File: src/rtl/rgb_histogram_with_mode_defines.svh
// Assertion macros used by the top-level histogram module.
`ifndef RGB_HISTOGRAM_WITH_MODE_DEFINES_SVH
`define RGB_HISTOGRAM_WITH_MODE_DEFINES_SVH

`ifndef ASSERT_OFF
// Antecedent implies consequent in the same cycle.
`define RHIST_ASSERT_SAME(lbl, clk, rst_n, ante, cons) \
    lbl: assert property (@(posedge clk) disable iff (!rst_n) (ante) |-> (cons)) \
        else $error("rhist check failed");
// Antecedent implies consequent in the next cycle.
`define RHIST_ASSERT_NEXT(lbl, clk, rst_n, ante, cons) \
    lbl: assert property (@(posedge clk) disable iff (!rst_n) (ante) |=> (cons)) \
        else $error("rhist check failed");
`else
`define RHIST_ASSERT_SAME(lbl, clk, rst_n, ante, cons)
`define RHIST_ASSERT_NEXT(lbl, clk, rst_n, ante, cons)
`endif

`endif

File: src/rtl/rhist_fifo.sv
`default_nettype none
module rhist_fifo #(
    parameter int WIDTH = 8,
    parameter int DEPTH = 2
) (
    input  wire logic             i_clk,
    input  wire logic             i_rst_n,
    input  wire logic             i_push,
    input  wire logic [WIDTH-1:0] i_data,
    output logic                  o_full,
    input  wire logic             i_pop,
    output logic [WIDTH-1:0]      o_data,
    output logic                  o_empty
);

    localparam int AW = (DEPTH > 1) ? $clog2(DEPTH) : 1;
    localparam int CW = $clog2(DEPTH + 1);

    logic [WIDTH-1:0] r_mem [DEPTH];
    logic [AW-1:0]    r_wr_ptr, n_wr_ptr;
    logic [AW-1:0]    r_rd_ptr, n_rd_ptr;
    logic [CW-1:0]    r_count;
    logic             do_push, do_pop;

    assign o_full  = (r_count == CW'(DEPTH));
    assign o_empty = (r_count == '0);
    assign do_push = i_push && !o_full;
    assign do_pop  = i_pop && !o_empty;
    assign o_data  = r_mem[r_rd_ptr];

    always_comb begin
        n_wr_ptr = (r_wr_ptr == AW'(DEPTH - 1)) ? '0 : r_wr_ptr + 1'b1;
        n_rd_ptr = (r_rd_ptr == AW'(DEPTH - 1)) ? '0 : r_rd_ptr + 1'b1;
    end

    always_ff @(posedge i_clk) begin
        if (do_push) begin
            r_mem[r_wr_ptr] <= i_data;
        end
    end

    always_ff @(posedge i_clk) begin
        if (!i_rst_n) begin
            r_wr_ptr <= '0;
            r_rd_ptr <= '0;
            r_count  <= '0;
        end else begin
            if (do_push) begin
                r_wr_ptr <= n_wr_ptr;
            end
            if (do_pop) begin
                r_rd_ptr <= n_rd_ptr;
            end
            if (do_push && !do_pop) begin
                r_count <= r_count + 1'b1;
            end else if (do_pop && !do_push) begin
                r_count <= r_count - 1'b1;
            end
        end
    end

endmodule
`default_nettype wire

File: config.mk
export PLATFORM = sky130hd
export DESIGN_NAME = rhist_fifo
export DESIGN_NICKNAME = d
export VERILOG_FILES = /design/src/rtl/rgb_histogram_with_mode_defines.svh /design/src/rtl/rhist_fifo.sv
export SDC_FILE = /design/constraint.sdc
export NUM_CORES = 1
export LEC_CHECK = 0
export ABC_CLOCK_PERIOD_IN_PS = 1380
export BUFFER_PORTS_ARGS = -buffer_cell sky130_fd_sc_hd__buf_2
export CORE_MARGIN = 5
export CORE_UTILIZATION = 44
export DETAILED_ROUTE_END_ITERATION = 8
export GPL_TIMING_DRIVEN = 0
export PLACE_DENSITY = 0.81
export SLEW_MARGIN = 15
export SYNTH_ARGS = -nofsm -noshare
export SYNTH_HDL_FRONTEND = slang
export SYNTH_SLANG_ARGS = --single-unit
File: constraint.sdc
create_clock -name i_clk -period 1.38 [get_ports i_clk]
set_input_delay 0.276 -clock i_clk [delete_from_list [all_inputs] [get_ports i_clk]]
set_output_delay 0.276 -clock i_clk [all_outputs]
set_load 0.05 [all_outputs]
==> qor.yml, run 1 <==
run_status:
  status: "complete, but fails checks"
  violations: "setup timing"
sta:
  slew-limit-headroom_pct: 83.4
  worst_slew_pin_slew_ps: 250
  skew_ps: 2.59
  hold-worst-slack_ps: 172
  fin_crit_ps: 1510
  fin_crit_sh_pct: 110
  grt_setup_unrepaired: "true"
  max_freq_mhz: 662
  setup_viol: 9
  hold_viol: 0
  final.setup.worst_slack_ps: -131
  drv_slew: 0
floorplan:
  rows: 15
  start_util_pct: 46.4
  ios: 22
  die_area_um2: 2800
  fp.dieH_um: 52.9
  die_w_um: 52.9
  core_area_um2: 1750
critical_path:
  path_depth: 3
  path_cells: "buf_8, mux2_4, buf_8"
  reg2reg_to: "r_count[1]$_SDFFE_PN0P_"
  slowest_stage: "dfxtp_2"
  arrival_ps: 1240
  reg2reg_depth: 7
  critPathKind: "flip-flop to primary output"
  r2r_slack_ps: -40
  crit_family: "flip-flops"
  startpoint_type: "flip-flop"
  crit_path_end_kind: "primary output"
  path_buf_inv: 2
  crit_fanout: 8
  worstPathRequired_ps: 1100
  crit_top_cell: "buf_8"
  worst_path_largest_cell_delay_ps: 350
  r2r_start: "r_count[0]$_SDFFE_PN0P_"
clock_network:
  cts_tree: "built"
  cts_buffers: 3
  clock-sinks: 21
  root_buffer: "clkbuf_4"
  clock_latency_ps: 280
  ctsHtreeMaxLevel: 1
  clkTransAtPathRegs_ps: 100
  clock_path_buffers: 2
hold_path:
  holdPathEnd: "r_mem[1][0]$_DFFE_PP_"
  hp-class: "input port to flip-flop"
  hold_path_depth: 1
  holdCritStartpoint: "i_data[0]"
routing:
  drc_errors: 0
  first_iter_violations: 2
  routed_via_density: 4.61
  wl_met1_um: 566
  wirelength_um: 1410
  antenna_left: 0
  top_layer_used: "met4"
  vias: 484
  route.met2.wl_um: 728
  detail_route.wl_per_cell_um: 13.5
  dr.pass1.iters: 4
  met3_length_um: 112
synth:
  yosysSeqAreaShare_pct: 71.7
  synth_fp_nets: 63
  ys_ff_latch: 21
  synth_cells: 50
  avgSynthCellArea_um2: 16.2
  yosysWarnings: 0
  synth_cell_types: 20
  syn-cell-area_um2: 810
run:
  drv_cap: 0
global_route:
  track_usage_pct: 11.1
  antenna_found_initial: 0
  first_global_vias: 507
  grt_max_degree: 12
  grt-ovfl-total: 0
  grt_pass1_wl_um: 2190
cells_and_area:
  layout-drive-gt1-share_pct: 61.3
  mostFrequentLayoutCells: "edfxtp_1, buf_2, buf_8"
  layout_commonest_cell: "edfxtp_1"
  n_antenna_cell: 0
  syn_to_final_growth_pct: 50.2
  nNetsFinal: 94
place:
  dp_hpwl_um: 945
  io_buffers: 21
  routabilityCongestion: 0.617
  pre_cts_ws_ps: -125
power_and_ir_drop:
  powerDensity_nw_per_um2: 2110
  ir_drop_mv: 1.32
  finalPower_mw: 2.57
  p_leak_nw: 0.481
cell families (layout without fill, tap and decap cells):
kind of cell	after synthesis	count (layout)	synth area share (%)
DFF	21	21	71.7
and+or+nand+nor	9	9	6.80
muxes	8	8	11.1
AOI/OAI and AO/OA	5	5	4.02
xor gates and xnor gates	3	3	3.25
buffers and inverters	3	33	1.54
adders and majority gates	1	1	1.55
worst max-delay path by stage:
stage / slack (ps) / from / endpoint
6_report: -130 / flip-flop / o_data[2]
3_3_place_gp: -100 / r_count[0]$_SDFFE_PN0P_ / r_mem[0][2]$_DFFE_PP_
5_1_grt: -180 / flip-flop / o_data[7]
2_1_floorplan: -70 / r_count[0]$_SDFFE_PN0P_ / r_count[1]$_SDFFE_PN0P_
3_5_place_dp: -120 / r_count[0]$_SDFFE_PN0P_ / r_mem[0][2]$_DFFE_PP_
4_1_cts: -150 / flip-flop / o_data[1]
per-layer routing:
layer  GRT usage, %  vias to the layer above
met2           19.4                       16
met5              0                        -
met4           3.83                        0
met3           4.23                        2
met1           12.1                      224
li1               -                      242
Yosys cell counts:
cell type	n	area, µm²
xnor2_1	2	17.5
edfxtp_1	16	480
nor3_2	1	10.0
o21a_1	1	7.51
a21boi_0	1	7.51
and2_1	3	18.8
buf_2	1	5.00
nor2_1	2	7.51
inv_2	1	3.75
and3_1	1	6.26
inv_1	1	3.75
ha_1	1	12.5
nand2b_1	1	6.26
xor2_1	1	8.76
or3_1	1	6.26
a21boi_1	1	7.51
o21ai_1	1	5.00
mux2_2	8	90.1
dfxtp_1	5	100
o21ai_0	1	5.00
through the flow:
stage | util [%] | instance area, µm² | TNS (ps) | instances
2_1_floorplan | - | 831 | -66.2 | 50
3_3_place_gp | 55.4 | 967 | -856 | 96
3_5_place_dp | 55.4 | 967 | -1090 | 96
4_1_cts | 67.2 | 1170 | -1280 | 103
5_1_grt | 69.7 | 1220 | -1530 | 105
6_report | 69.7 | 1220 | -1070 | 105
registers in the layout (all words and copies together) (netlist names), named ones only:
name,flops
r_rd_ptr,1
r_wr_ptr,1
r_mem,16
r_count,2
layout make-up:
class	instances	area, µm²
fillers	118	529
well taps	25	31.3
repair buffers	26	245
flip-flops and latches	21	587
plain buffers	1	15.0
inverters	2	15.0
clock buffers	4	26.3
multi-input cells	26	297
report_power, final:
group          total, mW  leakage [nW]  internal [mW]  switching, mW
Clock              0.272        0.0150          0.112          0.160
Sequential         0.888         0.192          0.819         0.0695
Combinational       1.41         0.274          0.670          0.741
Total               2.57         0.481           1.60          0.970
repair_timing:
action,in CTS,in global routing
pin swaps,2,2
hold buffers,0,0
endpoints found under the setup margin,19,18
resized for setup,45,3
setup buffers,3,2
No activity file was read; power rests on OpenSTA's default activity.
==> inputs of run 2 (changes only) <==
BUFFER_PORTS_ARGS = -buffer_cell sky130_fd_sc_hd__clkbuf_2   (was -buffer_cell sky130_fd_sc_hd__buf_2)
SETUP_SLACK_MARGIN = 0.4   (was not set)
==> run 2 against run 1 <==
Against the previous run:
- the flow still finishes with violations (setup timing)
- sequential cell count is the same
- first-iteration DRC count rose by 50%
- utilization increased by 3.9 points
- combinational power rose by 12%
- worst hold slack worse by 0.72 ps
- sequential share of layout area is 2.3 points lower
- critical path depth unchanged
- register-to-register slack got worse by 30 ps
- non-clock buffer count up 3
==> qor.yml, run 2 (synthesis results as in run 1) <==
run_status:
  status: "complete, but fails checks"
  violations: "setup timing"
cells_and_area:
  n_antenna_cell: 0
  reg_top3: "r_mem x16, r_count x2"
  layout_commonest_cell: "edfxtp_1"
  nNetsFinal: 97
  final_cell_area_um2: 1280
  largest_register_ffs: 16
  mostFrequentLayoutCells: "edfxtp_1, clkbuf_2, buf_8"
  layout-drive-gt1-share_pct: 63.9
  syn_to_final_growth_pct: 58.6
  nFillCells: 115
  largest-register: "r_mem"
power_and_ir_drop:
  p_leak_nw: 0.517
  ir_drop_mv: 1.52
  finalPower_mw: 2.77
  powerDensity_nw_per_um2: 2150
floorplan:
  core_area_um2: 1750
  rows: 15
  die_w_um: 52.9
  ios: 22
  fp.dieH_um: 52.9
  start_util_pct: 46.4
  die_area_um2: 2800
global_route:
  grt-ovfl-total: 0
  first_global_vias: 547
  grt_pass1_wl_um: 2360
  grt_max_degree: 13
  track_usage_pct: 12.2
  antenna_found_initial: 0
sta:
  grt_setup_unrepaired: "true"
  fin_crit_ps: 1530
  setup_viol: 10
  skew_ps: 2.18
  final.setup.worst_slack_ps: -149
  max_freq_mhz: 654
  fin_setup_tns_ps: -1220
  fin_crit_sh_pct: 111
  slew-limit-headroom_pct: 88.5
  hold-worst-slack_ps: 172
  drv_slew: 0
  hold_viol: 0
  worst_slew_pin_slew_ps: 173
routing:
  vias: 505
  dr.pass1.iters: 2
  wirelength_um: 1500
  detail_route.wl_per_cell_um: 13.8
  routed_via_density: 4.68
  antenna_left: 0
  first_iter_violations: 3
  drc_errors: 0
critical_path:
  worstPathRequired_ps: 1100
  crit_path_end_kind: "primary output"
  reg2reg_depth: 6
  critPathKind: "flip-flop to primary output"
  startpoint_type: "flip-flop"
  arrival_ps: 1250
  crit_fanout: 8
place:
  placed_cell_area_um2: 1020
  routabilityCongestion: 0.616
  dp_hpwl_um: 950
  io_buffers: 21
clock_network:
  clock_path_buffers: 2
  cts_tree: "built"
  clkTransAtPathRegs_ps: 110
  postCtsHoldBufs: 0
  ctsHtreeMaxLevel: 1
  cts_buffers: 3
  clock-sinks: 21
  clock_latency_ps: 280
  root_buffer: "clkbuf_4"
hold_path:
  hp-class: "input port to flip-flop"
  hold_path_depth: 1
run:
  drv_cap: 0
-- run 2: area by class of cell --
class / instances / area (µm²) / share of cell area (%)
clock inverter: 1 / 5.00 / 0.390
multi-input combinational: 26 / 304 / 23.7
clock buffer: 3 / 22.5 / 1.75
sequential: 21 / 589 / 45.9
timing repair buffer: 29 / 302 / 23.5
inverter: 2 / 15.0 / 1.17
buffer: 1 / 15.0 / 1.17
tap: 25 / 31.3 / 2.44
-- run 2: what timing repair did --
action                                  4_1_cts  5_1_grt
pin swaps                                     7        4
resized for setup                            35       12
setup buffers                                 7        1
endpoints found under the setup margin       31       31
-- run 2: power by group --
group | switching, mW | leakage [nW] | internal, mW
Combinational | 0.770 | 0.307 | 0.807
Sequential | 0.0913 | 0.192 | 0.825
Clock | 0.165 | 0.0177 | 0.107
-- run 2: metal layers --
layer | global-route usage (%) | share of wire (%) | routed length [µm]
met1 | 12.3 | 38 | 561
met2 | 22.7 | 55 | 826
met3 | 3.38 | 4.9 | 74
met4 | 5.53 | 2.1 | 31
met5 | 0 | 0 | 0
-- run 2: final timing paths --
check | from | to | slack [ps]
worst min-delay path | i_data[7] | r_mem[0][7]$_DFFE_PP_ | 170
worst max-delay path | flip-flop | o_data[7] | -150
worst max register to register | r_count[0]$_SDFFE_PN0P_ | r_count[1]$_SDFFE_PN0P_ | -70
worst min register to register | r_count[1]$_SDFFE_PN0P_ | r_count[1]$_SDFFE_PN0P_ | 560
-- run 2: worst max-delay path, stage by stage, from the launching register on --
cell	delay, ps
dfxtp_2	350
buf_8	140
mux2_4	320
buf_8	150
-- run 2: through the flow --
step | setup WS, ps | util, % | instances
after floorplan | -49.8 | - | 50
after global placement | -86.9 | 58.5 | 96
after detailed placement | -114 | 58.5 | 96
after CTS | -167 | 71.7 | 107
after global routing | -196 | 73.5 | 108
final | -149 | 73.5 | 108
==> inputs of run 3 (changes only) <==
RECOVER_POWER = 25   (was not set)
SETUP_SLACK_MARGIN = not set   (was 0.4)
==> run 3 against run 2 <==
Against the previous run:
- the run still ends with setup timing left
- utilization decreased by 2.6 points
- register-to-register slack got worse by 40 ps
- count of clock-buffer cells in the layout unchanged
- worst setup slack worse by 18 ps
- first-iteration DRC count fell by 100%
- non-clock buffer count is 4 lower
- wire length fell by 5.4%
- sequential cell count is the same
- via count shrank 2.0%
- clock power grew 3%
- clock skew up 3.9 ps
- critical endpoint unchanged
- largest cell class unchanged
==> qor.yml, run 3 (synthesis results as in run 1) <==
clock_network:
  cts_tree: "built"
  cts_buffers: 3
  root_buffer: "clkbuf_4"
  clkTransAtPathRegs_ps: 110
  clock_latency_ps: 290
  ctsHtreeMaxLevel: 1
  clock_path_buffers: 2
  clock-sinks: 21
sta:
  drv_slew: 0
  slew-limit-headroom_pct: 69.0
  worst_slew_pin_slew_ps: 464
  setup_viol: 18
  skew_ps: 6.10
  max_freq_mhz: 646
  grt_setup_unrepaired: "true"
  final.setup.worst_slack_ps: -167
  fin_crit_ps: 1550
  hold_viol: 0
  fin_crit_sh_pct: 112
  fin_setup_tns_ps: -1350
critical_path:
  worstPathRequired_ps: 1100
  path_cells: "buf_8, mux2_4, clkbuf_16"
  arrival_ps: 1270
  crit_path_end_kind: "primary output"
  startpoint_type: "flip-flop"
  critPathKind: "flip-flop to primary output"
  slowest_stage: "dfxtp_2"
  crit_fanout: 8
  worst_path_largest_cell_delay_ps: 350
floorplan:
  ios: 22
  start_util_pct: 46.4
  fp.dieH_um: 52.9
  core_area_um2: 1750
  die_area_um2: 2800
  rows: 15
  die_w_um: 52.9
cells_and_area:
  nNetsFinal: 93
  layout_commonest_cell: "edfxtp_1"
  largest-register: "r_mem"
  mostFrequentLayoutCells: "edfxtp_1, clkbuf_2, buf_8"
  n_antenna_cell: 0
  reg_top3: "r_mem x16, r_count x2"
  final_cell_area_um2: 1240
  layout-drive-gt1-share_pct: 60.8
  largest_register_ffs: 16
  syn_to_final_growth_pct: 53.0
global_route:
  antenna_found_initial: 0
  grt-ovfl-total: 0
  first_global_vias: 540
  track_usage_pct: 11.5
  grt_max_degree: 13
  grt_pass1_wl_um: 2260
routing:
  routed_via_density: 4.76
  dr.pass1.iters: 1
  drc_errors: 0
  vias: 495
  antenna_left: 0
  detail_route.wl_per_cell_um: 13.6
  first_iter_violations: 0
  wirelength_um: 1420
power_and_ir_drop:
  seq_power_share_pct: 33.7
  powerDensity_nw_per_um2: 2170
  power.internal_mw: 1.68
  p_leak_nw: 0.496
  pwr-share-comb_pct: 55.9
  p_clk_share_pct: 10.4
  ir_drop_mv: 1.47
  switching_share_pct: 37.5
  switchingPower_mw: 1.01
place:
  io_buffers: 21
  routabilityCongestion: 0.619
  placed_cell_area_um2: 967
run:
  drv_cap: 0
run_status:
  status: "complete, but fails checks"
  violations: "setup timing"
hold_path:
  hp-class: "input port to flip-flop"
-- run 3: worst paths after layout --
| path | from | end | slack [ps] | cells after the start |
|---|---|---|---|---|
| worst max-delay path | flip-flop | o_data[7] | -170 | 3 |
| worst min-delay path | i_data[0] | r_mem[1][0]$_DFFE_PP_ | 160 | 1 |
| worst max register to register | r_count[0]$_SDFFE_PN0P_ | r_count[1]$_SDFFE_PN0P_ | -110 | 6 |
| worst min register to register | r_count[1]$_SDFFE_PN0P_ | r_count[1]$_SDFFE_PN0P_ | 580 | 2 |
-- run 3: critical path: cells and delay by family, from the launching register on --
family,cells,cell delay [ps]
multiplexers,1,320
flip-flops,1,350
buffers and inverters,2,310
-- run 3: timing repair --
action,4_1_cts,5_1_grt
hold buffers,0,0
pin swaps,5,2
setup buffers,2,2
gates resized for setup,40,15
setup endpoints to repair,19,12
-- run 3: final cells by class --
type,instances,area [µm²]
timing repair buffer,25,265
fill,116,507
multi-input combinational,26,295
clock inverter,1,5.00
inverter,2,15.0
buffer,1,15.0
tap,25,31.3
sequential,21,589
clock buffer,3,22.5
-- run 3: through the flow --
stage | total power [mW] | hold WS [ps] | setup WS, ps | instances | utilization, %
2_1_floorplan | 1.65 | 375 | -66.2 | 50 | -
3_3_place_gp | 1.80 | 466 | -97.4 | 96 | 55.4
3_5_place_dp | 1.83 | 470 | -127 | 96 | 55.4
4_1_cts | 2.52 | 153 | -174 | 102 | 68.2
5_1_grt | 2.83 | 141 | -207 | 104 | 71.0
6_report | 2.68 | 162 | -167 | 104 | 71.0
-- run 3: layer usage --
layer | wire length, µm | track usage (%)
met1 | 503 | 11.5
met2 | 802 | 21.5
met3 | 109 | 3.66
met4 | 0 | 5.11
met5 | 0 | 0
-- run 3: power groups by stage --
| stage | Clock (mW) | Combinational [mW] | Sequential, mW |
|---|---|---|---|
| after floorplan | 0 | 0.773 | 0.873 |
| after global placement | 0 | 0.922 | 0.880 |
| after detailed placement | 0 | 0.946 | 0.887 |
| after CTS | 0.292 | 1.34 | 0.891 |
| after global routing | 0.329 | 1.58 | 0.918 |
| final | 0.280 | 1.50 | 0.903 |
