## config.mk

```make
export PLATFORM = sky130hd
export DESIGN_NAME = rhist_front
export DESIGN_NICKNAME = d
export VERILOG_FILES = /design/src/rtl/rgb_histogram_with_mode_defines.svh /design/src/rtl/rhist_pkg.sv /design/src/rtl/rhist_front.sv
export SDC_FILE = /design/constraint.sdc
export NUM_CORES = 1
export LEC_CHECK = 0
export ABC_AREA = 1
export BUFFER_PORTS_ARGS = -buffer_cell sky130_fd_sc_hd__buf_2
export CORE_MARGIN = 1
export CORE_UTILIZATION = 35
export CTS_CLUSTER_DIAMETER = 100
export CTS_CLUSTER_SIZE = 30
export DETAILED_ROUTE_END_ITERATION = 12
export GPL_ROUTABILITY_DRIVEN = 0
export SYNTH_ARGS = -nofsm -noshare
export SYNTH_HDL_FRONTEND = slang
export SYNTH_SLANG_ARGS = --single-unit
export TNS_END_PERCENT = 10
```

## constraint.sdc

```tcl
create_clock -name i_clk -period 7.2 [get_ports i_clk]
set_clock_uncertainty 0.15 [all_clocks]
set_input_delay 0.72 -clock i_clk [delete_from_list [all_inputs] [get_ports i_clk]]
set_output_delay 0.72 -clock i_clk [all_outputs]
set_load 0.05 [all_outputs]
```

## src/rtl/rgb_histogram_with_mode_defines.svh

```systemverilog
// Assertion macros used by the top-level histogram module.
`ifndef RGB_HISTOGRAM_WITH_MODE_DEFINES_SVH
`define RGB_HISTOGRAM_WITH_MODE_DEFINES_SVH

`ifndef ASSERT_OFF
// Antecedent implies consequent in the same cycle.
`define RHIST_ASSERT_SAME(lbl, clk, rst_n, ante, cons) \
    lbl: assert property (@(posedge clk) disable iff (!rst_n) (ante) |-> (cons)) \
        else $error("rhist check failed");
// Antecedent implies consequent in the next cycle.
`define RHIST_ASSERT_NEXT(lbl, clk, rst_n, ante, cons) \
    lbl: assert property (@(posedge clk) disable iff (!rst_n) (ante) |=> (cons)) \
        else $error("rhist check failed");
`else
`define RHIST_ASSERT_SAME(lbl, clk, rst_n, ante, cons)
`define RHIST_ASSERT_NEXT(lbl, clk, rst_n, ante, cons)
`endif

`endif

```

## src/rtl/rhist_pkg.sv

```systemverilog
`default_nettype none
package rhist_pkg;

    localparam int CHAN_W      = 16;
    localparam int FRAC_SHIFT  = 15;
    localparam int BIN_IDX_W   = 8;
    localparam int OUT_COUNT_W = 24;
    localparam int OUT_BIN_W   = 8;

    typedef enum logic [1:0] {
        KIND_CLEAR = 2'd0,
        KIND_ADD   = 2'd1,
        KIND_READ  = 2'd2,
        KIND_NONE  = 2'd3
    } t_kind;

    typedef struct packed {
        t_kind                 kind;
        logic [CHAN_W-1:0]     red;
        logic [CHAN_W-1:0]     green;
        logic [CHAN_W-1:0]     blue;
        logic [BIN_IDX_W-1:0]  bin_index;
    } t_in;

    typedef struct packed {
        logic [OUT_COUNT_W-1:0] count_red;
        logic [OUT_COUNT_W-1:0] count_green;
        logic [OUT_COUNT_W-1:0] count_blue;
        logic [OUT_BIN_W-1:0]   mode_red;
        logic [OUT_BIN_W-1:0]   mode_green;
        logic [OUT_BIN_W-1:0]   mode_blue;
    } t_out;

    typedef struct packed {
        logic sweeping;
        logic start_sweep;
    } t_back_stat;

endpackage
`default_nettype wire

```

## src/rtl/rhist_front.sv

```systemverilog
`default_nettype none
module rhist_front
    import rhist_pkg::*;
#(
    parameter int BIN_COUNT = 256,
    parameter int BW        = 8,
    parameter int EW        = 3 + 3 * 8
) (
    input  wire logic          i_clk,
    input  wire logic          i_rst_n,
    input  wire logic          i_valid,
    output logic               o_ready,
    input  wire t_in           i_in,
    input  wire logic          i_sweeping,
    input  wire logic          i_q_full,
    output logic               o_q_push,
    output logic [EW-1:0]      o_q_data
);

    localparam int PW = CHAN_W + BW;

    logic          r_valid;
    logic [EW-1:0] r_entry;
    logic [EW-1:0] n_entry;
    logic          accept;
    logic          oor;

    // bin = floor(v * (BIN_COUNT-1) / 2^15), clamped to the last bin
    function automatic logic [BW-1:0] f_bin(input logic [CHAN_W-1:0] v);
        logic [PW-1:0] prod;
        logic [BW:0]   q;
        prod = PW'(v) * PW'(BIN_COUNT - 1);
        q    = prod[PW-1:FRAC_SHIFT];
        if (q > (BW + 1)'(BIN_COUNT - 1)) begin
            return BW'(BIN_COUNT - 1);
        end
        return q[BW-1:0];
    endfunction

    assign o_ready  = !i_sweeping && (!r_valid || !i_q_full);
    assign accept   = i_valid && o_ready;
    assign o_q_push = r_valid && !i_q_full;
    assign o_q_data = r_entry;
    assign oor      = (32'(i_in.bin_index) >= 32'(BIN_COUNT));

    always_comb begin
        unique case (i_in.kind)
            KIND_ADD: begin
                n_entry = {i_in.kind, 1'b0, f_bin(i_in.red), f_bin(i_in.green),
                           f_bin(i_in.blue)};
            end
            KIND_READ: begin
                n_entry = {i_in.kind, oor, BW'(i_in.bin_index), BW'(i_in.bin_index),
                           BW'(i_in.bin_index)};
            end
            default: begin
                n_entry = {i_in.kind, 1'b0, {(3 * BW){1'b0}}};
            end
        endcase
    end

    always_ff @(posedge i_clk) begin
        if (accept) begin
            r_entry <= n_entry;
        end
    end

    always_ff @(posedge i_clk) begin
        if (!i_rst_n) begin
            r_valid <= 1'b0;
        end else if (accept) begin
            r_valid <= 1'b1;
        end else if (o_q_push) begin
            r_valid <= 1'b0;
        end
    end

endmodule
`default_nettype wire

```

==> results.json, run 1 <==
{
  "required_ns": 7.05,
  "synth_area_mm2": 0.01073,
  "final_common_cell": "inv_1",
  "port_buffers": 90,
  "drtIter0Drc": 452,
  "slowest_delay_ns": 0.54,
  "ant_nets": 0,
  "dr.pass1.iters": 5,
  "synth_top_area_frac": 0.3864,
  "grt_util_met1": 0.2164,
  "drc": 0,
  "cp_top_family": "adder cells",
  "cp_slowest_cell": "fa_1",
  "gr-usage-met2": 0.2969,
  "place_worst_setup_slack_ns": 2.068,
  "hold_viol_final": 0,
  "cts_buffers": 3,
  "hpwl_um": 22010,
  "area_growth_pct": 9.380,
  "rows": 63,
  "clk_pin_slew_ns": 0.08,
  "clock_sinks": 27,
  "htree_levels": 1,
  "ir_drop_uv": 181.8,
  "cp_common_cell": "nand2_1",
  "start_kind": "input port",
  "cts_resized": 0,
  "gr-max-usage-layer": "met2",
  "finalSetupViolCount": 0,
  "synth_cell_type_count": 34,
  "critPathMaxFanout": 5,
  "synth.avg_cell_area_um2": 7.886,
  "die-area_mm2": 0.03135,
  "synth.largest_area_cell": "fa_1",
  "fin_nets": 1845,
  "worstSetupPathType": "in -> reg",
  "synth-seq-cells": 27,
  "grt-ovfl-total": 0,
  "cts_buffer_depth": 2,
  "synth-seq-area-share": 0.07466,
  "gr-usage-met3": 0.009880,
  "post_cts_buffers": 0,
  "grt_antenna_before_repair": 0,
  "route.vias.total": 8291,
  "path_cells": "buf_2 -> inv_1 -> fa_1 -> fa_1 -> inv_1 -> fa_1 -> inv_1 -> fa_1 -> inv_1 -> ha_1 -> nand2_1 -> inv_1 -> nand2_1 -> nor3_1 -> nand4_1 -> nand3_1 -> nand2_1 -> nand2_1 -> nand2_1 -> nand2_1 -> a21oi_1",
  "placed_area_mm2": 0.01165,
  "antenna_cells": 0,
  "cts-hold-fix-buffers": 0,
  "grt_pass1_vias": 8847,
  "finalPower_mw": 5.091,
  "status": "completed",
  "yosys_warnings": 0,
  "grt_use_total": 0.1643,
  "stdcell_area_mm2": 0.01173,
  "fmax_mhz": 206.0,
  "via_per_inst": 4.508,
  "layout_common_cells": "inv_1, nand2_1, fa_1",
  "clk_latency_ns": 0.28,
  "rsz0062_at_grt": "false",
  "die_y_um": 177.1,
  "core_mm2": 0.02987,
  "powerDensity_mw_per_mm2": 434.0,
  "tritoncts": "yes",
  "hold_path_class": "reg -> reg",
  "arrival_ns": 4.71,
  "tightestPinTransition_ns": 0.8537,
  "synth_area_leaders": "fa_1, inv_1, ha_1, nand2_1, edfxtp_1",
  "p_leak_nw": 6.573,
  "cts_root_buffer": "clkbuf_16",
  "grt_max_degree": 28,
  "syn_inst": 1360,
  "syn-num-nets": 1755,
  "start_util": 0.3590,
  "maxSlewViolCount": 0,
  "grt_pass1_wl_um": 41460,
  "setup_slack_ns": 2.347,
  "routedWlPerCell_um": 13.00,
  "path_buf_inv": 6,
  "timing.final.crit_share": 0.6741,
  "endpoint_kind": "register",
  "slew_headroom": 0.4309,
  "die_w_um": 177.1,
  "drive_above_1_share": 0.07453,
  "timing.final.crit_period_ns": 4.853,
  "io_pins": 92,
  "tns_ns": 0,
  "routed_wl_um": 23900,
  "drv_cap": 0
}
==> final cells by class <==
type	count	area (µm²)
clock buffers	3	75.07
clock inverters	1	7.507
fillers	3124	18140
inverters	432	1622
multi-input cells	895	8280
flip-flops and latches	27	800.8
well taps	390	488.0
repair buffers	91	457.9
==> power breakdown <==
| part | total (mW) | internal [mW] | switching, mW |
|---|---|---|---|
| combinational | 4.74 | 1.76 | 2.98 |
| clock | 0.139 | 0.0760 | 0.0634 |
| sequential | 0.208 | 0.199 | 0.00937 |
==> final timing paths <==
| check | slack [ns] | start | cells past startpoint | endpoint |
|---|---|---|---|---|
| max | 2.35 | i_in[30] | 21 | o_q_data[13] |
| min | 0.50 | r_valid | 4 | r_valid |
| min reg2reg | 0.50 | r_valid | 4 | r_valid |
| max reg2reg | 5.74 | r_valid | 4 | o_q_data[26] |
==> tightest hold or removal path: stages (launching register included) <==
cell and delay, ns:
dfxtp_1 0.34, nand2_1 0.05, inv_1 0.09, o21ai_0 0.10, inv_1 0.05
==> state kept, by name (all words and copies together), names as in the netlist <==
| signal | cells |
|---|---|
| r_valid | 1 |
| o_q_data | 26 |
==> cell usage after synthesis <==
cell and number:
inv_2 1, a21oi_1 78, nor3b_1 1, o21ai_0 23, nand3b_1 5, nand2_1 259, inv_1 431, nand2_2 5
nor3_1 12, o21ai_1 2, ha_1 125, and2_1 3, buf_2 1, fa_1 207, o21a_1 1, dfxtp_1 1
nor4_1 2, edfxtp_1 26, nor3_2 4, o21bai_1 11, xnor2_1 7, a31oi_1 1, buf_1 1, clkbuf_1 3
nor2_2 1, a21boi_0 2, or2_2 1, buf_4 1, nand3_1 47, conb_1 1, xor2_1 4, nand4_1 18
nor2_1 70, a21o_1 5
==> metrics by stage <==
step / std cells / hold WS (ns) / utilization
6_report: 1839 / 0.5025 / 0.3927
5_1_grt: 1839 / 0.5313 / 0.3927
4_1_cts: 1839 / 0.5073 / 0.3927
3_5_place_dp: 1835 / 0.4909 / 0.3899
3_3_place_gp: 1835 / 0.4605 / 0.3899
2_1_floorplan: 1360 / 0.4126 / -
==> per-layer routing <==
layer  up-vias  wire [µm]
li1       4213          -
met3        23        721
met1      3913      10850
met5         -          0
met2       142      11950
met4         0        384
==> kinds of logic after synthesis <==
kind of cell	Yosys count	share of synthesized area
buffers and inverters	438	0.1538
and+or+nand+nor	428	0.1681
adders and majority gates	332	0.5322
AOI/OAI and AO/OA	123	0.06195
DFF	27	0.07466
xor gates and xnor gates	11	0.008983
other	1	0.0003496
Note: power is estimated with default switching activity, not from simulation.
==> inputs of run 2 (changes only) <==
==> constraint.sdc (replaced) <==
create_clock -name i_clk -period 4.2 [get_ports i_clk]
set_clock_uncertainty 0.15 [all_clocks]
set_input_delay 0.42 -clock i_clk [delete_from_list [all_inputs] [get_ports i_clk]]
set_output_delay 0.42 -clock i_clk [all_outputs]
set_load 0.05 [all_outputs]
==> run 2 against run 1 <==
  * Cell area increased by 15%
  * Largest cell class unchanged
  * Sequential power increased by 71%
  * Clock power increased by 63%
  * Count of clock-buffer cells in the layout unchanged
  * The flow now finishes with violations (negative setup slack)
  * Combinational power increased by 130%
  * Die area unchanged
  * Register-to-register slack got worse by 3.0 ns
==> results.json, run 2 (synthesis results as in run 1) <==
{
  "status": "finished, violations left",
  "violations": "negative setup slack",
  "final_util": 0.4515,
  "cts_buffers": 3,
  "timing.final.crit_share": 1.043,
  "hold_slack_ns": 0.2255,
  "hold_viol_final": 0,
  "multi_input_area_mm2": 0.008827,
  "regArea_um2": 800.8,
  "clk_pin_slew_ns": 0.07,
  "ir_drop_uv": 470.3,
  "grt_use_total": 0.1683,
  "slew_headroom": 0.4187,
  "htree_levels": 1,
  "cts_root_buffer": "clkbuf_16",
  "layout_common_cells": "inv_1, nand2_1, fa_1",
  "setup_slack_ns": -0.1809,
  "drv_cap": 0,
  "finalPower_mw": 11.41,
  "tritoncts": "yes",
  "grt_pass1_vias": 9330,
  "dr.pass1.iters": 7,
  "die_w_um": 177.1,
  "clock_sinks": 27,
  "clk_latency_ns": 0.26,
  "hold_path_class": "in -> reg",
  "rows": 63,
  "fmax_mhz": 228.3,
  "grt-ovfl-total": 0,
  "largest_reg_flops": 26,
  "port_buffers": 90,
  "critPathMaxFanout": 8,
  "tightestPinTransition_ns": 0.8719,
  "drtIter0Drc": 243,
  "endpoint_kind": "register",
  "rsz0062_at_grt": "true",
  "cts-hold-fix-buffers": 0,
  "start_kind": "input port",
  "die-area_mm2": 0.03135,
  "die_y_um": 177.1,
  "via_per_inst": 4.474,
  "dp.cells": 1982,
  "finalSetupViolCount": 20,
  "maxSlewViolCount": 0,
  "p_leak_nw": 7.327,
  "powerDensity_mw_per_mm2": 846.0,
  "routedWlPerCell_um": 12.48,
  "stdcell_count": 1995,
  "drc": 0,
  "grt_antenna_before_repair": 0,
  "io_pins": 92,
  "grt_pass1_wl_um": 42670,
  "antenna_cells": 0,
  "start_util": 0.3590,
  "required_ns": 4.04,
  "n_fill_cell": 2975,
  "core_mm2": 0.02987,
  "area_growth_pct": 25.76,
  "final_common_cell": "inv_1",
  "fin_nets": 2001,
  "worstSetupPathType": "in -> reg",
  "cts_buffer_depth": 2,
  "place_worst_setup_slack_ns": -0.5409,
  "grt_max_degree": 28,
  "arrival_ns": 4.22,
  "routed_wl_um": 24900,
  "ant_nets": 0,
  "route.vias.total": 8925,
  "timing.final.crit_period_ns": 4.381,
  "hpwl_um": 22540,
  "drive_above_1_share": 0.2442
}
-- run 2: cell types whose count changed in the layout (fill, tap and decap cells not counted), moves of 11 or more --
cell | before | now
buf_4 | 1 | 155
fa_2 | 0 | 18
fa_1 | 207 | 189
ha_1 | 125 | 103
nand2_2 | 5 | 26
inv_1 | 431 | 403
nor2_2 | 1 | 12
ha_4 | 0 | 21
nand2_1 | 259 | 230
inv_2 | 1 | 23
nor2_1 | 70 | 58
-- run 2: cell type report --
class / count / share of cell area
Clock buffer: 3 / 0.005566
Clock inverter: 1 / 0.0005566
Inverter: 432 / 0.1216
Multi-Input combinational cell: 895 / 0.6545
Sequential cell: 27 / 0.05937
Tap cell: 390 / 0.03618
Timing Repair Buffer: 247 / 0.1223
-- run 2: where the power goes --
| group | switching (mW) | internal [mW] | total, mW | leakage [nW] |
|---|---|---|---|---|
| Clock | 0.0960 | 0.130 | 0.226 | 0.0371 |
| Sequential | 0.0143 | 0.341 | 0.355 | 0.249 |
| Combinational | 6.01 | 4.82 | 10.8 | 7.04 |
| Total | 6.12 | 5.29 | 11.4 | 7.33 |
-- run 2: through the flow --
stage / area, µm² / TNS [ns]
floorplan: 10850 / -1.401
finish: 13490 / -1.678
detailed placement: 12880 / -10.83
global placement: 12880 / -10.03
global route: 13490 / -6.519
CTS: 13270 / -1.744
-- run 2: worst max-delay path, stage by stage --
cell and delay, ns:
buf_6 0.08, clkinvlp_4 0.13, buf_6 0.15, fa_2 0.50, fa_1 0.52, inv_1 0.06, fa_1 0.48, inv_1 0.05
fa_1 0.52, inv_2 0.05, ha_4 0.27, nand2_1 0.06, nand2_2 0.08, nand2_1 0.05, nand2_1 0.06, nand2_1 0.08
nand2_4 0.10, nand2_4 0.06, nand3_2 0.08, nand2_2 0.07, nand2_4 0.13, nand2_1 0.07, nand2_1 0.07, a21oi_1 0.08
-- run 2: worst paths after layout --
check            from  depth (start not counted)  slack, ns            to
max reg2reg   r_valid                          4       2.75  o_q_data[18]
min           i_rst_n                          3       0.23       r_valid
max          i_in[14]                         24      -0.18   o_q_data[0]
min reg2reg   r_valid                          4       0.49       r_valid
-- run 2: what timing repair did --
action                                  in CTS  in global routing
gates cloned                                 0                  0
endpoints found under the setup margin      24                 24
gates resized for setup                     66                 60
pin swaps                                   42                 28
setup buffers                                7                  2
-- run 2: layer usage --
metal  vias up  part of all wire  global-route usage
li1       4529                 -                   -
met1      4254              0.46              0.2215
met2       126              0.50              0.3013
met3        16             0.035             0.01826
met4         0             0.011             0.02335
met5         -                 0                   0
==> inputs of run 3 (changes only) <==
--- a/config.mk
+++ b/config.mk
@@ -13,6 +13,7 @@
 export CTS_CLUSTER_SIZE = 30
 export DETAILED_ROUTE_END_ITERATION = 12
 export GPL_ROUTABILITY_DRIVEN = 0
+export PLACE_DENSITY = 0.64
 export SYNTH_ARGS = -nofsm -noshare
 export SYNTH_HDL_FRONTEND = slang
 export SYNTH_SLANG_ARGS = --single-unit
==> constraint.sdc (replaced) <==
create_clock -name i_clk -period 4.2 [get_ports i_clk]
set_clock_uncertainty 0.15 [all_clocks]
set_input_delay 0.42 -clock i_clk [delete_from_list [all_inputs] [get_ports i_clk]]
set_output_delay 0.42 -clock i_clk [all_outputs]
set_load 0.1 [all_outputs]
==> run 3 against run 2 <==
  * The flow still finishes with violations (negative setup slack)
  * Worst setup slack improved by 0.070 ns
  * Utilization is 0.13 points lower
  * Global-route usage increased by 0.33 points
  * First-iteration DRC count rose by 28%
  * Cell area decreased by 0.29%
  * Hold slack worse by 0.019 ns
  * Register-to-register slack hardly changed
  * Count of clock-buffer cells in the layout stayed put
  * Sequential cell count unchanged
  * Cell count decreased by 0.45%
  * Non-clock buffer count decreased by 9
  * Sequential share of layout area about the same
  * Critical endpoint is now o_q_data[3]
  * Largest cell class unchanged
  * Highest routed layer unchanged
==> results.json, run 3 (synthesis results as in run 1) <==
{
  "die_y_um": 177.1,
  "rr_worst_depth": 4,
  "start_util": 0.3590,
  "met1_length_um": 11390,
  "clk_pin_slew_ns": 0.08,
  "endpoint_kind": "register",
  "dp.cells": 1971,
  "die_w_um": 177.1,
  "rows": 63,
  "status": "finished, violations left",
  "clk_latency_ns": 0.26,
  "grt_max_degree": 28,
  "slew_headroom": 0.4344,
  "grt_antenna_before_repair": 0,
  "critPathLaunch": "i_in[14]",
  "fin_nets": 1992,
  "grt_pass1_vias": 9518,
  "drive_above_1_share": 0.2362,
  "wl_met3_um": 957,
  "via_per_inst": 4.507,
  "tritoncts": "yes",
  "cp_common_cell": "nand2_1",
  "clock_sinks": 27,
  "r2r_slack_ns": 2.76,
  "route.vias.total": 8951,
  "drtIter0Drc": 312,
  "hold_path_class": "in -> reg",
  "stdcell_area_mm2": 0.01345,
  "largest_reg_flops": 26,
  "fmax_mhz": 231.9,
  "violations": "negative setup slack",
  "io_pins": 92,
  "final_common_cell": "inv_1",
  "grt-ovfl-total": 0,
  "routed_wl_um": 25110,
  "rsz0062_at_grt": "true",
  "cts-hold-fix-buffers": 0,
  "timing.final.crit_share": 1.027,
  "highest_layer": "met4",
  "cts_buffer_depth": 2,
  "r2r-start": "r_valid",
  "port_buffers": 90,
  "cts_buffers": 3,
  "worstSetupPathType": "in -> reg",
  "start_kind": "input port",
  "rr_endpoint": "o_q_data[17]",
  "final_util": 0.4502,
  "critPathMaxFanout": 8,
  "stdcell_count": 1986,
  "cp-endpoint": "o_q_data[3]",
  "hold_viol_final": 0,
  "grt_pass1_wl_um": 43980,
  "dr.pass1.iters": 5,
  "finalSetupViolCount": 23,
  "tightestPinTransition_ns": 0.8484,
  "arrival_ns": 4.15,
  "ant_nets": 0,
  "required_ns": 4.04,
  "die-area_mm2": 0.03135,
  "cp_slowest_cell": "fa_2",
  "dr_wl_met2_um": 12500,
  "area_growth_pct": 25.40,
  "place_worst_setup_slack_ns": -0.5252,
  "drc": 0,
  "antenna_cells": 0,
  "setup_slack_ns": -0.1113,
  "htree_levels": 1,
  "placed_area_mm2": 0.01279,
  "layout_common_cells": "inv_1, nand2_1, fa_1",
  "maxSlewViolCount": 0,
  "drv_cap": 0,
  "path_cells": "buf_6 -> clkinvlp_4 -> buf_4 -> fa_2 -> inv_2 -> fa_2 -> fa_1 -> inv_1 -> fa_1 -> inv_2 -> ha_4 -> nand2_4 -> inv_1 -> nand2_1 -> nand2_1 -> nand2_1 -> nand2_2 -> nand2_2 -> nand4_1 -> nand2_4 -> nand3_2 -> nand2_1 -> a21oi_1",
  "cts_root_buffer": "clkbuf_16",
  "hold_depth": 1,
  "grt_use_total": 0.1717,
  "routedWlPerCell_um": 12.64,
  "core_mm2": 0.02987,
  "hpwl_um": 22700,
  "timing.final.crit_period_ns": 4.311,
  "slowest_delay_ns": 0.55
}
-- run 3: cell types whose count changed in the layout (fill, tap and decap cells not counted), moves of 5 or more --
| cell | before | now |
|---|---|---|
| a21oi_1 | 70 | 63 |
| a21oi_2 | 7 | 14 |
| buf_4 | 155 | 149 |
| inv_1 | 403 | 408 |
| inv_2 | 23 | 18 |
| nand2_1 | 230 | 239 |
| nand2_2 | 26 | 19 |
-- run 3: through the flow --
step,hold slack [ns],TNS (ns)
after floorplan,0.3689,-1.401
after global placement,0.4521,-9.946
after detailed placement,0.4855,-10.96
after CTS,0.2033,-1.378
after global routing,0.2042,-6.823
final,0.2067,-1.365
-- run 3: area by class of cell --
class	count	area, µm²
fillers	2959	16430
multi-input cells	895	8848
repair buffers	238	1589
inverters	432	1640
clock inverters	1	7.507
well taps	390	488.0
clock buffers	3	75.07
flip-flops and latches	27	800.8
-- run 3: critical path: cells and delay by family --
kind | cells | cell delay [ns]
AO/OA/AOI/OAI | 1 | 0.07
adder cells (fa/ha/maj) | 5 | 2.28
AND/OR/NAND/NOR | 10 | 0.83
buffers and inverters | 7 | 0.55
-- run 3: timing repair --
action,4_1_cts,5_1_grt
setup endpoints to repair,24,24
pin swaps,57,20
setup buffers,9,2
cloned,0,0
gates resized for setup,78,47
-- run 3: worst min-delay path by stage --
stage,from,endpoint,slack (ns)
4_1_cts,i_in[57],o_q_data[26],0.20
3_3_place_gp,r_valid,r_valid,0.45
5_1_grt,i_in[56],o_q_data[25],0.20
6_report,i_in[57],o_q_data[26],0.21
2_1_floorplan,i_in[56],o_q_data[25],0.37
3_5_place_dp,i_in[57],o_q_data[26],0.49
-- run 3: per-layer routing --
| metal | vias up | GRT usage |
|---|---|---|
| li1 | 4510 | - |
| met1 | 4296 | 0.2321 |
| met2 | 133 | 0.3019 |
| met3 | 12 | 0.01912 |
| met4 | 0 | 0.01832 |
| met5 | - | 0 |
Power of run 3 is not shown: default switching activity piles up to over one toggle a cycle in this logic, so the estimate is an artifact.
